[src/design/sht_pkg.sv]
package sht_pkg;

    localparam int CFG_IDX_W   = 1;
    localparam int CFG_DATA_W  = 12;
    localparam int POS_EXT_W   = 64;
    localparam int TALLY_DEPTH = 256;

    localparam logic [CFG_IDX_W-1:0] REG_WINDOW_LEN      = 1'd0;
    localparam logic [CFG_IDX_W-1:0] REG_MATCH_THRESHOLD = 1'd1;

    localparam logic [11:0] WINDOW_LEN_RESET      = 12'd20;
    localparam logic [7:0]  MATCH_THRESHOLD_RESET = 8'd1;
    localparam logic [7:0]  TALLY_MAX             = 8'd255;

    localparam logic [1:0] STAT_OK    = 2'd0;
    localparam logic [1:0] STAT_EMPTY = 2'd1;
    localparam logic [1:0] STAT_FULL  = 2'd2;

    typedef enum logic [2:0] {
        CMD_TBL_RESET = 3'd0,
        CMD_APPEND    = 3'd1,
        CMD_CLEAR     = 3'd2,
        CMD_HIT       = 3'd3,
        CMD_QUERY     = 3'd4
    } cmd_t;

    typedef enum logic [2:0] {
        RK_HOLD,
        RK_ZERO,
        RK_APPEND,
        RK_EMPTY,
        RK_TALLY
    } res_kind_t;

    typedef enum logic [3:0] {
        S_IDLE,
        S_DECODE,
        S_SRCH_RD,
        S_SRCH_CMP,
        S_FB,
        S_TALLY_RD,
        S_TALLY_UPD,
        S_DONE
    } state_t;

    typedef struct packed {
        logic [16:0] last_end;
        logic [7:0]  hits;
    } tally_rec_t;

    typedef struct packed {
        logic      latch_in;
        logic      tbl_reset;
        logic      tally_clear;
        logic      append;
        logic      search_init;
        logic      search_rd;
        logic      search_lo;
        logic      search_hi;
        logic      found_mid;
        logic      fb_rd;
        logic      found_fb;
        logic      seq_from_num;
        logic      tally_rd;
        logic      tally_count;
        res_kind_t res_kind;
        logic      push;
    } ctrl_cmd_t;

    typedef struct packed {
        cmd_t cmd;
        logic table_empty;
        logic range_ok;
        logic cmp_lt;
        logic cmp_gt;
        logic next_lt;
        logic mid_last;
        logic mid_zero;
        logic out_busy;
    } dp_status_t;

endpackage

[src/design/sht_ctrl.sv]
module sht_ctrl
    import sht_pkg::*;
(
    input  logic       aclk,
    input  logic       aresetn,
    input  logic       s_tvalid,
    output logic       s_tready,
    input  dp_status_t stat,
    output ctrl_cmd_t  ctl
);

    state_t state_reg, state_next;

    always_ff @(posedge aclk) begin
        if (!aresetn) begin
            state_reg <= S_IDLE;
        end else begin
            state_reg <= state_next;
        end
    end

    always_comb begin
        state_next = state_reg;
        unique case (state_reg)
            S_IDLE: begin
                if (s_tvalid) begin
                    state_next = S_DECODE;
                end
            end
            S_DECODE: begin
                if (stat.cmd == CMD_HIT) begin
                    state_next = stat.table_empty ? S_DONE : S_SRCH_RD;
                end else if (stat.cmd == CMD_QUERY) begin
                    state_next = S_TALLY_RD;
                end else begin
                    state_next = S_DONE;
                end
            end
            S_SRCH_RD: begin
                state_next = stat.range_ok ? S_SRCH_CMP : S_FB;
            end
            S_SRCH_CMP: begin
                if (stat.cmp_lt) begin
                    state_next = (stat.mid_last || stat.next_lt) ? S_TALLY_RD : S_SRCH_RD;
                end else if (stat.cmp_gt) begin
                    state_next = stat.mid_zero ? S_TALLY_RD : S_SRCH_RD;
                end else begin
                    state_next = S_TALLY_RD;
                end
            end
            S_FB:        state_next = S_TALLY_RD;
            S_TALLY_RD:  state_next = S_TALLY_UPD;
            S_TALLY_UPD: state_next = S_DONE;
            S_DONE: begin
                if (!stat.out_busy) begin
                    state_next = S_IDLE;
                end
            end
            default:     state_next = S_IDLE;
        endcase
    end

    always_comb begin
        ctl          = '0;
        ctl.res_kind = RK_HOLD;
        s_tready     = (state_reg == S_IDLE);
        unique case (state_reg)
            S_IDLE: begin
                ctl.latch_in = s_tvalid;
            end
            S_DECODE: begin
                unique case (stat.cmd)
                    CMD_TBL_RESET: begin
                        ctl.tbl_reset = 1'b1;
                        ctl.res_kind  = RK_ZERO;
                    end
                    CMD_APPEND: begin
                        ctl.append   = 1'b1;
                        ctl.res_kind = RK_APPEND;
                    end
                    CMD_CLEAR: begin
                        ctl.tally_clear = 1'b1;
                        ctl.res_kind    = RK_ZERO;
                    end
                    CMD_HIT: begin
                        if (stat.table_empty) begin
                            ctl.res_kind = RK_EMPTY;
                        end else begin
                            ctl.search_init = 1'b1;
                        end
                    end
                    CMD_QUERY: begin
                        ctl.seq_from_num = 1'b1;
                    end
                    default: begin
                        ctl.res_kind = RK_ZERO;
                    end
                endcase
            end
            S_SRCH_RD: begin
                if (stat.range_ok) begin
                    ctl.search_rd = 1'b1;
                end else begin
                    ctl.fb_rd = 1'b1;
                end
            end
            S_SRCH_CMP: begin
                if (stat.cmp_lt) begin
                    if (stat.mid_last || stat.next_lt) begin
                        ctl.found_mid = 1'b1;
                    end else begin
                        ctl.search_lo = 1'b1;
                    end
                end else if (stat.cmp_gt) begin
                    if (stat.mid_zero) begin
                        ctl.found_mid = 1'b1;
                    end else begin
                        ctl.search_hi = 1'b1;
                    end
                end else begin
                    ctl.found_mid = 1'b1;
                end
            end
            S_FB: begin
                ctl.found_fb = 1'b1;
            end
            S_TALLY_RD: begin
                ctl.tally_rd = 1'b1;
            end
            S_TALLY_UPD: begin
                ctl.tally_count = (stat.cmd == CMD_HIT);
                ctl.res_kind    = RK_TALLY;
            end
            S_DONE: begin
                ctl.push = !stat.out_busy;
            end
            default: begin
                ctl.res_kind = RK_HOLD;
            end
        endcase
    end

endmodule

[config.mk]
export PLATFORM = sky130hd
export DESIGN_NAME = sht_ctrl
export DESIGN_NICKNAME = d
export VERILOG_FILES = /design/src/design/sht_pkg.sv /design/src/design/sht_ctrl.sv
export SDC_FILE = /design/constraint.sdc
export NUM_CORES = 1
export LEC_CHECK = 0
export ABC_AREA = 1
export BUFFER_PORTS_ARGS = -buffer_cell sky130_fd_sc_hd__buf_2
export CAP_MARGIN = 15
export CORE_AREA = 2 2 39 41
export DETAILED_ROUTE_END_ITERATION = 8
export DIE_AREA = 0 0 41 43
export GPL_ROUTABILITY_DRIVEN = 0
export PLACE_DENSITY = 0.79
export SLEW_MARGIN = 25
export SYNTH_ARGS = -nofsm -noshare
export SYNTH_HDL_FRONTEND = slang
export SYNTH_SLANG_ARGS = --single-unit
[constraint.sdc]
create_clock -name aclk -period 2.1 [get_ports aclk]
set_input_delay 0.21 -clock aclk [delete_from_list [all_inputs] [get_ports aclk]]
set_output_delay 0.21 -clock aclk [all_outputs]
set_load 0.1 [all_outputs]
---- Word level (Yosys, flattened, before mapping) ----
Cells that the tools add are included.
word-level totals
  register bits ........................... 4
  bits of input ports ..................... 14
  output and inout bits ................... 19
  logic and storage cells ................. 60
operators by class
  equality and inequality tests ........... 13
  multiplexer cells ....................... 41
  reductions and logical operators ........ 5
operators by type and width
  operator            count
  $pmux 4 s8          1
  $mux 1              25
  $mux 3              8
  $eq 4x3->1 const B  4
  $mux 4              3
  $eq 4x2->1 const B  2
  $eq 3x2->1 const B  2
  $pmux 2 s3          1
  $pmux 3 s2          1
  $eq 4x1->1 const B  1
  $logic_not 4->1     1
  $mux 2              2
  $ne 2x2->1 const B  2
  $eq 3x1->1 const B  1
  $eq 3x3->1 const B  1
  $logic_not 3->1     1
  $reduce_and 2->1    1
  $logic_not 1->1     1
  $logic_or 1x1->1    1

---- Logic depth before layout (Yosys ltp) ----
Gate-level depths: netlist of the first run.
  depth in word-level cells ............... 4
  gate-level depth with buffers ........... 10
  depth with buffers taken out ............ 9

---- Least setup slack after synthesis of the first run ----
No wires, ideal clock.
  path kind ............................... register to output
  from .................................... register state_reg[1]
  to ...................................... output ctl[15] (netlist bit)
  arrival time ............................ 3410 ps
  required time ........................... 1890 ps
  slack ................................... -1520 ps
  stages on the path, launching flop included .. 5
  buffers on the path ..................... 1
  cell sequence ........................... dfxtp_1 buf_6 inv_2 nand3_4 nor4_1
RTL lines
  item                    line            text
  from (decl)             sht_ctrl.sv:12  state_t state_reg, state_next;
  from (signal assigned)  sht_ctrl.sv:18  state_reg <= state_next;
  to (decl)               sht_ctrl.sv:9   output ctrl_cmd_t ctl

==> impl_metrics.env, run 1 <==
export IMPL_synth_fp_nets=93
export IMPL_antenna_cells=0
export IMPL_cts_resized=0
export IMPL_rr_startpoint="state_reg[0]"
export IMPL_die_height_um=43
export IMPL_status="finished clean"
export IMPL_worstSetupEndpointType="output port"
export IMPL_ir_worst_vdd_v=0.00149
export IMPL_cts_clk_slew_worst_paths_ps=40
export IMPL_synth_avg_cell_area_um2=5.40
export IMPL_reg2reg_depth=7
export IMPL_powerDensity_nw_per_um2=1800
export IMPL_final_cell_mix="32 x buf_2, 16 x nand2_1, 16 x inv_1"
export IMPL_grt_start_max_net_pins=10
export IMPL_final_area_um2=649
export IMPL_grtUsageMet2_pct=20.3
export IMPL_hp_start="aresetn"
export IMPL_stdcell_count=129
export IMPL_clock_sinks=3
export IMPL_min_period_ps=1740
export IMPL_dp_hpwl_um=938
export IMPL_drc=0
export IMPL_synth_area_leaders="dfxtp_1 14%, inv_1 14%, nand2_1 14%"
export IMPL_synth_area_um2=427
export IMPL_grt_overflow=0
export IMPL_synth_cells=79
export IMPL_worst_slack_ps=358
export IMPL_relSlewSlack_pct=67.6
export IMPL_synth_top_family_by_area="simple AND/OR/NAND/NOR gates"
export IMPL_post_drt_wl_per_cell_um=8.75
export IMPL_post_cts_buffers=0
export IMPL_yosys_area_top_type="dfxtp_1"
export IMPL_core_area_um2=1380
export IMPL_num_vias=597
export IMPL_worstMarginPinSlew_ps=489
export IMPL_cts_htree_levels=1
export IMPL_grt_pass1_vias=436
export IMPL_final_hold_viol_count=0
export IMPL_fmax_mhz=574
export IMPL_area_growth_pct=52.2
export IMPL_cts_buffers=3
export IMPL_crit_path_start_kind="flip-flop"
export IMPL_root_buffer="clkbuf_4"
export IMPL_grt_busiest_layer="met2"
export IMPL_synth_adder_area_share_pct=0
export IMPL_routed_wl_um=1130
export IMPL_cts_tree="yes"
export IMPL_finalPower_mw=1.17
export IMPL_yosysSeqAreaShare_pct=14.1
export IMPL_placedCellCount=125
export IMPL_drtIter0Drc=7
export IMPL_gr_usage_met3_pct=0
export IMPL_muxShareOfSynthArea_pct=0
export IMPL_finalClockSkew_ps=8.60
export IMPL_grt_pass1_wl_um=1600
export IMPL_setup_viol=0
export IMPL_dieArea_um2=1760
export IMPL_yosysWarningCount=0
export IMPL_synth_seq_cells=3
export IMPL_layout_commonest_cell="buf_2"
export IMPL_grt_usage_pct=12.6
export IMPL_clock_path_buffers=2
export IMPL_ios=33
export IMPL_nets=128
export IMPL_start_util_pct=30.8
export IMPL_cap_viol_max_count=0
export IMPL_hold_buffers=0
export IMPL_largest_reg_flops=3
export IMPL_worstPathMaxFanout=9
export IMPL_rows=14
export IMPL_rsz0062_at_grt="false"
export IMPL_fin_util_pct=46.9
export IMPL_post_place_ws_ps=580
export IMPL_drtPass1Iterations=4
export IMPL_power_leakage_nw=0.399
export IMPL_worstPathArrival_ps=1530
export IMPL_synth_xor_area_share_pct=0
export IMPL_layout_drive_gt1_share_pct=44.2
export IMPL_drv_slew=0
export IMPL_clock_latency_ps=230
export IMPL_io_buffers=32
export IMPL_synth_top_area_share_pct=14.1
export IMPL_place_area_um2=623
export IMPL_ant_nets=0
export IMPL_grtUsageMet1_pct=17.6
export IMPL_synthSimpleGateAreaFrac_pct=52.5
export IMPL_via_per_inst=4.63
export IMPL_antenna_found_initial=0
export IMPL_hp_class="primary input to flip-flop"
export IMPL_required_ps=1890
export IMPL_period_share_pct=83.0
export IMPL_worst_setup_path_startpoint="state_reg[0]"
export IMPL_synth_compound_area_share_pct=11.4
export IMPL_die_w_um=41
export IMPL_crit_type="flip-flop to output port"
export IMPL_hold_depth=3
export IMPL_synth_distinct_cells=19
==> cells by family after synthesis <==
| group | count (synthesis) |
|---|---|
| flops | 3 |
| compound gates | 8 |
| simple gates | 47 |
| buf+inv | 21 |
==> through the flow <==
step | hold WS [ps] | setup TNS [ps]
2_1_floorplan | 308 | -773
3_3_place_gp | 413 | 0
3_5_place_dp | 416 | 0
4_1_cts | 188 | 0
5_1_grt | 203 | 0
6_report | 186 | 0
==> critical path, stage by stage, from the launching register on <==
cell,delay (ps)
dfxtp_1,500
nand3_4,190
nor4_4,150
buf_2,460
==> per-layer routing <==
metal,share of wire (%),vias up
met4,0.62,0
met2,47,23
met3,6.9,2
met1,45,256
met5,0,-
li1,-,316
==> layout make-up <==
type	instances	area (um^2)
Fill cell	148	734
Timing Repair Buffer	32	160
Sequential cell	3	60.1
Tap cell	16	20.0
Inverter	19	71.3
Clock buffer	4	26.3
Multi-Input combinational cell	55	312
==> worst paths after layout <==
| path | to | slack, ps |
|---|---|---|
| max | ctl[16] | 360 |
| min | state_reg[2] | 190 |
| max reg2reg | state_reg[2] | 800 |
| min reg2reg | state_reg[0] | 660 |
==> Yosys cell counts <==
cell      instances
inv_1            16
nand2_1          16
nor2_1           14
nand3_1           6
a21oi_1           3
dfxtp_1           3
inv_2             3
nor3_1            3
a21oi_2           2
buf_6             2
nand4_1           2
nor4_1            2
a31oi_1           1
nand3_4           1
nand3b_1          1
nor2_2            1
nor3_2            1
o21ai_0           1
o21ai_1           1
==> report_power, final <==
part           switching [mW]  internal, mW
clock network          0.0303        0.0712
registers              0.0544        0.0850
logic                   0.754         0.171
total                   0.838         0.328
No activity file was read; power rests on OpenSTA's default activity.
==> run 2: changes to the inputs <==
- clock period: 2.1 -> 1.8 ns (I/O delays scaled with it)
==> impl_metrics.env, run 2 (same netlist as run 1, synthesis figures left out) <==
export IMPL_status="finished clean"
export IMPL_critPathCapture="ctl[15]"
export IMPL_worstPathArrival_ps=1530
export IMPL_grt_overflow=0
export IMPL_drtPass1Iterations=4
export IMPL_root_buffer="clkbuf_4"
export IMPL_drtIter0Drc=9
export IMPL_period_share_pct=95.0
export IMPL_clock_path_buffers=2
export IMPL_min_period_ps=1710
export IMPL_num_vias=587
export IMPL_hold_buffers=0
export IMPL_cap_viol_max_count=0
export IMPL_antenna_found_initial=0
export IMPL_worst_setup_path_startpoint="state_reg[0]"
export IMPL_via_per_inst=4.55
export IMPL_grt_start_max_net_pins=10
export IMPL_worstMarginPinSlew_ps=493
export IMPL_dieArea_um2=1760
export IMPL_drc=0
export IMPL_io_buffers=32
export IMPL_ios=33
export IMPL_reg2reg_to="state_reg[2]"
export IMPL_grt_pass1_wl_um=1680
export IMPL_ff2ff_setup_slack_ps=500
export IMPL_crit_type="flip-flop to output port"
export IMPL_cts_buffers=3
export IMPL_post_drt_wl_per_cell_um=8.78
export IMPL_cts_tree="yes"
export IMPL_start_util_pct=30.8
export IMPL_layout_commonest_cell="buf_2"
export IMPL_core_area_um2=1380
export IMPL_final_area_um2=651
export IMPL_routed_wl_um=1130
export IMPL_required_ps=1620
export IMPL_cts_htree_levels=1
export IMPL_final_cell_mix="30 x buf_2, 16 x nand2_1, 16 x inv_1"
export IMPL_fmax_mhz=585
export IMPL_clock_latency_ps=240
export IMPL_rr_startpoint="state_reg[0]"
export IMPL_rows=14
export IMPL_die_w_um=41
export IMPL_ant_nets=0
export IMPL_powerDensity_nw_per_um2=2100
export IMPL_place_area_um2=619
export IMPL_grt_usage_pct=14.3
export IMPL_die_height_um=43
export IMPL_power_leakage_nw=0.396
export IMPL_antenna_cells=0
export IMPL_area_growth_pct=52.5
export IMPL_clock_sinks=3
export IMPL_setup_viol=0
export IMPL_worstPathMaxFanout=9
export IMPL_layout_drive_gt1_share_pct=46.0
export IMPL_rsz0062_at_grt="false"
export IMPL_crit_path_start_kind="flip-flop"
export IMPL_final_hold_viol_count=0
export IMPL_post_cts_buffers=0
export IMPL_largest_reg_flops=3
export IMPL_cts_clk_slew_worst_paths_ps=40
export IMPL_ir_worst_vdd_v=0.00168
export IMPL_relSlewSlack_pct=67.4
export IMPL_reg2reg_depth=7
export IMPL_finalClockSkew_ps=6.67
export IMPL_worstSetupEndpointType="output port"
export IMPL_fin_util_pct=47.0
export IMPL_nets=128
export IMPL_hp_class="primary input to flip-flop"
export IMPL_finalPower_mw=1.36
export IMPL_drv_slew=0
export IMPL_dp_hpwl_um=931
export IMPL_grt_pass1_vias=490
export IMPL_cts_resized=0
run 2: cell types whose count changed in the layout (fill, tap and decap cells not counted), sizes merged:
cell	previous run	this run
clkbuf	4	6
buf	32	30
run 2: report_power, final:
part	leakage [nW]	internal [mW]	total (mW)	switching [mW]
Clock	0.0150	0.0835	0.125	0.0412
Combinational	0.356	0.202	1.08	0.873
Sequential	0.0248	0.0992	0.164	0.0644
run 2: how the worst min path moves through the flow:
stage,start,end,slack [ps],depth (start not counted)
final,aresetn,state_reg[2],150,3
after floorplan,aresetn,state_reg[2],280,2
after CTS,aresetn,state_reg[2],140,3
after detailed placement,aresetn,state_reg[2],390,3
after global placement,aresetn,state_reg[2],380,3
after global routing,aresetn,state_reg[2],170,3
run 2: metal layers:
layer	global-route usage, %	wire length, um	vias to the layer above
met1	13.1	471	244
met5	0	0	-
met2	24.1	526	24
met3	5.24	109	3
met4	10.0	25	0
li1	-	-	316
run 2: worst max-delay path, stage by stage (launching register included):
cell and delay, ps:
dfxtp_1 490, nand3_4 170, nor4_2 160, buf_2 460
run 2: final cells by class:
cell class / instances / area, um^2
Multi-Input combinational cell: 55 / 308
Clock buffer: 4 / 26.3
Sequential cell: 3 / 60.1
Inverter: 19 / 71.3
Timing Repair Buffer: 32 / 165
Tap cell: 16 / 20.0
Fill cell: 159 / 733
run 2: metrics by stage:
step                setup slack [ps]  std cells  TNS (ps)  hold slack [ps]
finish                          89.6        129         0              147
global route                    6.89        129         0              165
CTS                             62.4        129         0              140
detailed placement               331        125         0              387
global placement                 364        125         0              379
floorplan                       -619         79     -3100              278
==> run 3: changes to the inputs <==
- RECOVER_POWER: not set -> 25
==> impl_metrics.env, run 3 (same netlist as run 1, synthesis figures left out) <==
export IMPL_fmax_mhz=590
export IMPL_holdWs_ps=149
export IMPL_cts_clk_slew_worst_paths_ps=30
export IMPL_worstPathMaxFanout=9
export IMPL_drtIter0Drc=6
export IMPL_clock_path_buffers=2
export IMPL_start_util_pct=30.8
export IMPL_final_hold_viol_count=0
export IMPL_period_share_pct=94.2
export IMPL_post_cts_buffers=0
export IMPL_ant_nets=0
export IMPL_worstPathArrival_ps=1510
export IMPL_largest_reg_flops=3
export IMPL_grt_usage_pct=14.3
export IMPL_layout_drive_gt1_share_pct=45.1
export IMPL_crit_path_start_kind="flip-flop"
export IMPL_grt_overflow=0
export IMPL_nets=128
export IMPL_rows=14
export IMPL_crit_type="flip-flop to output port"
export IMPL_num_fill_cells=159
export IMPL_num_vias=588
export IMPL_status="finished clean"
export IMPL_cp_slowest_stage_delay_ps=460
export IMPL_hp_class="primary input to flip-flop"
export IMPL_cts_tree="yes"
export IMPL_crit_path_top_delay_cell="buf_2"
export IMPL_routed_wl_um=1130
export IMPL_cap_viol_max_count=0
export IMPL_clock_sinks=3
export IMPL_finalClockSkew_ps=8.10
export IMPL_grt_start_max_net_pins=10
export IMPL_antenna_cells=0
export IMPL_antenna_found_initial=0
export IMPL_clock_latency_ps=240
export IMPL_io_buffers=32
export IMPL_multi_input_area_um2=308
export IMPL_drtPass1Iterations=6
export IMPL_drv_slew=0
export IMPL_ff_latch_area_um2=60.1
export IMPL_fin_util_pct=47.0
export IMPL_rsz0062_at_grt="false"
export IMPL_min_period_ps=1690
export IMPL_relSlewSlack_pct=63.6
export IMPL_required_ps=1620
export IMPL_cts_buffers=3
export IMPL_post_drt_wl_per_cell_um=8.79
export IMPL_area_growth_pct=52.5
export IMPL_drc=0
export IMPL_final_setup_tns_ps=0
export IMPL_final_cell_mix="28 x buf_2, 17 x inv_1, 16 x nand2_1"
export IMPL_via_per_inst=4.56
export IMPL_root_buffer="clkbuf_4"
export IMPL_setup_viol=0
export IMPL_layout_commonest_cell="buf_2"
export IMPL_power_leakage_nw=0.395
export IMPL_core_area_um2=1380
export IMPL_crit_chain="inv_2 -> nand3_4 -> nor4_2 -> buf_2"
export IMPL_critical_path_top_delay_family="buffers and inverters"
export IMPL_ios=33
export IMPL_hold_buffers=0
export IMPL_cts_resized=0
export IMPL_crit_buf_inv=2
export IMPL_grt_pass1_wl_um=1680
export IMPL_powerDensity_nw_per_um2=2090
export IMPL_die_height_um=43
export IMPL_ir_worst_vdd_v=0.00167
export IMPL_die_w_um=41
export IMPL_cts_htree_levels=1
export IMPL_grt_pass1_vias=490
export IMPL_worstSetupEndpointType="output port"
export IMPL_worstMarginPinSlew_ps=549
export IMPL_dieArea_um2=1760
export IMPL_dp_hpwl_um=931
run 3: area by class of cell:
class | instances | share of cell area [%]
tap | 16 | 3.08
multi-input combinational | 55 | 47.3
inverter | 19 | 11.0
timing repair buffer | 32 | 25.4
clock buffer | 4 | 4.04
sequential | 3 | 9.23
run 3: worst min-delay path, cell delays in order:
cell	delay, ps
buf_2	90
nand2_1	50
inv_1	40
run 3: path summary, 6_finish.rpt:
check / slack, ps / end / cells past startpoint / startpoint
max: 110 / ctl[15] / 4 / state_reg[2]
min: 150 / state_reg[2] / 3 / aresetn
max reg2reg: 410 / state_reg[2] / 7 / state_reg[0]
min reg2reg: 640 / state_reg[0] / 2 / state_reg[2]
run 3: per-layer routing:
metal	global-route usage, %	vias up	wire (um)
met4	10.0	0	23
met1	13.1	245	474
met3	5.24	3	108
met5	0	-	0
li1	-	316	-
met2	24.1	24	527
run 3: stage by stage:
| step | power (mW) | cells | setup WS (ps) | cell area, um^2 |
|---|---|---|---|---|
| after floorplan | 1.13 | 79 | -619 | 462 |
| after global placement | 1.23 | 125 | 364 | 619 |
| after detailed placement | 1.24 | 125 | 331 | 619 |
| after CTS | 1.37 | 129 | 62.4 | 646 |
| after global routing | 1.45 | 129 | 13.4 | 651 |
| final | 1.36 | 129 | 105 | 651 |
run 3: power breakdown:
group | switching [mW] | total [mW] | internal (mW)
clock network | 0.0422 | 0.126 | 0.0836
logic | 0.873 | 1.07 | 0.201
registers | 0.0624 | 0.162 | 0.0992
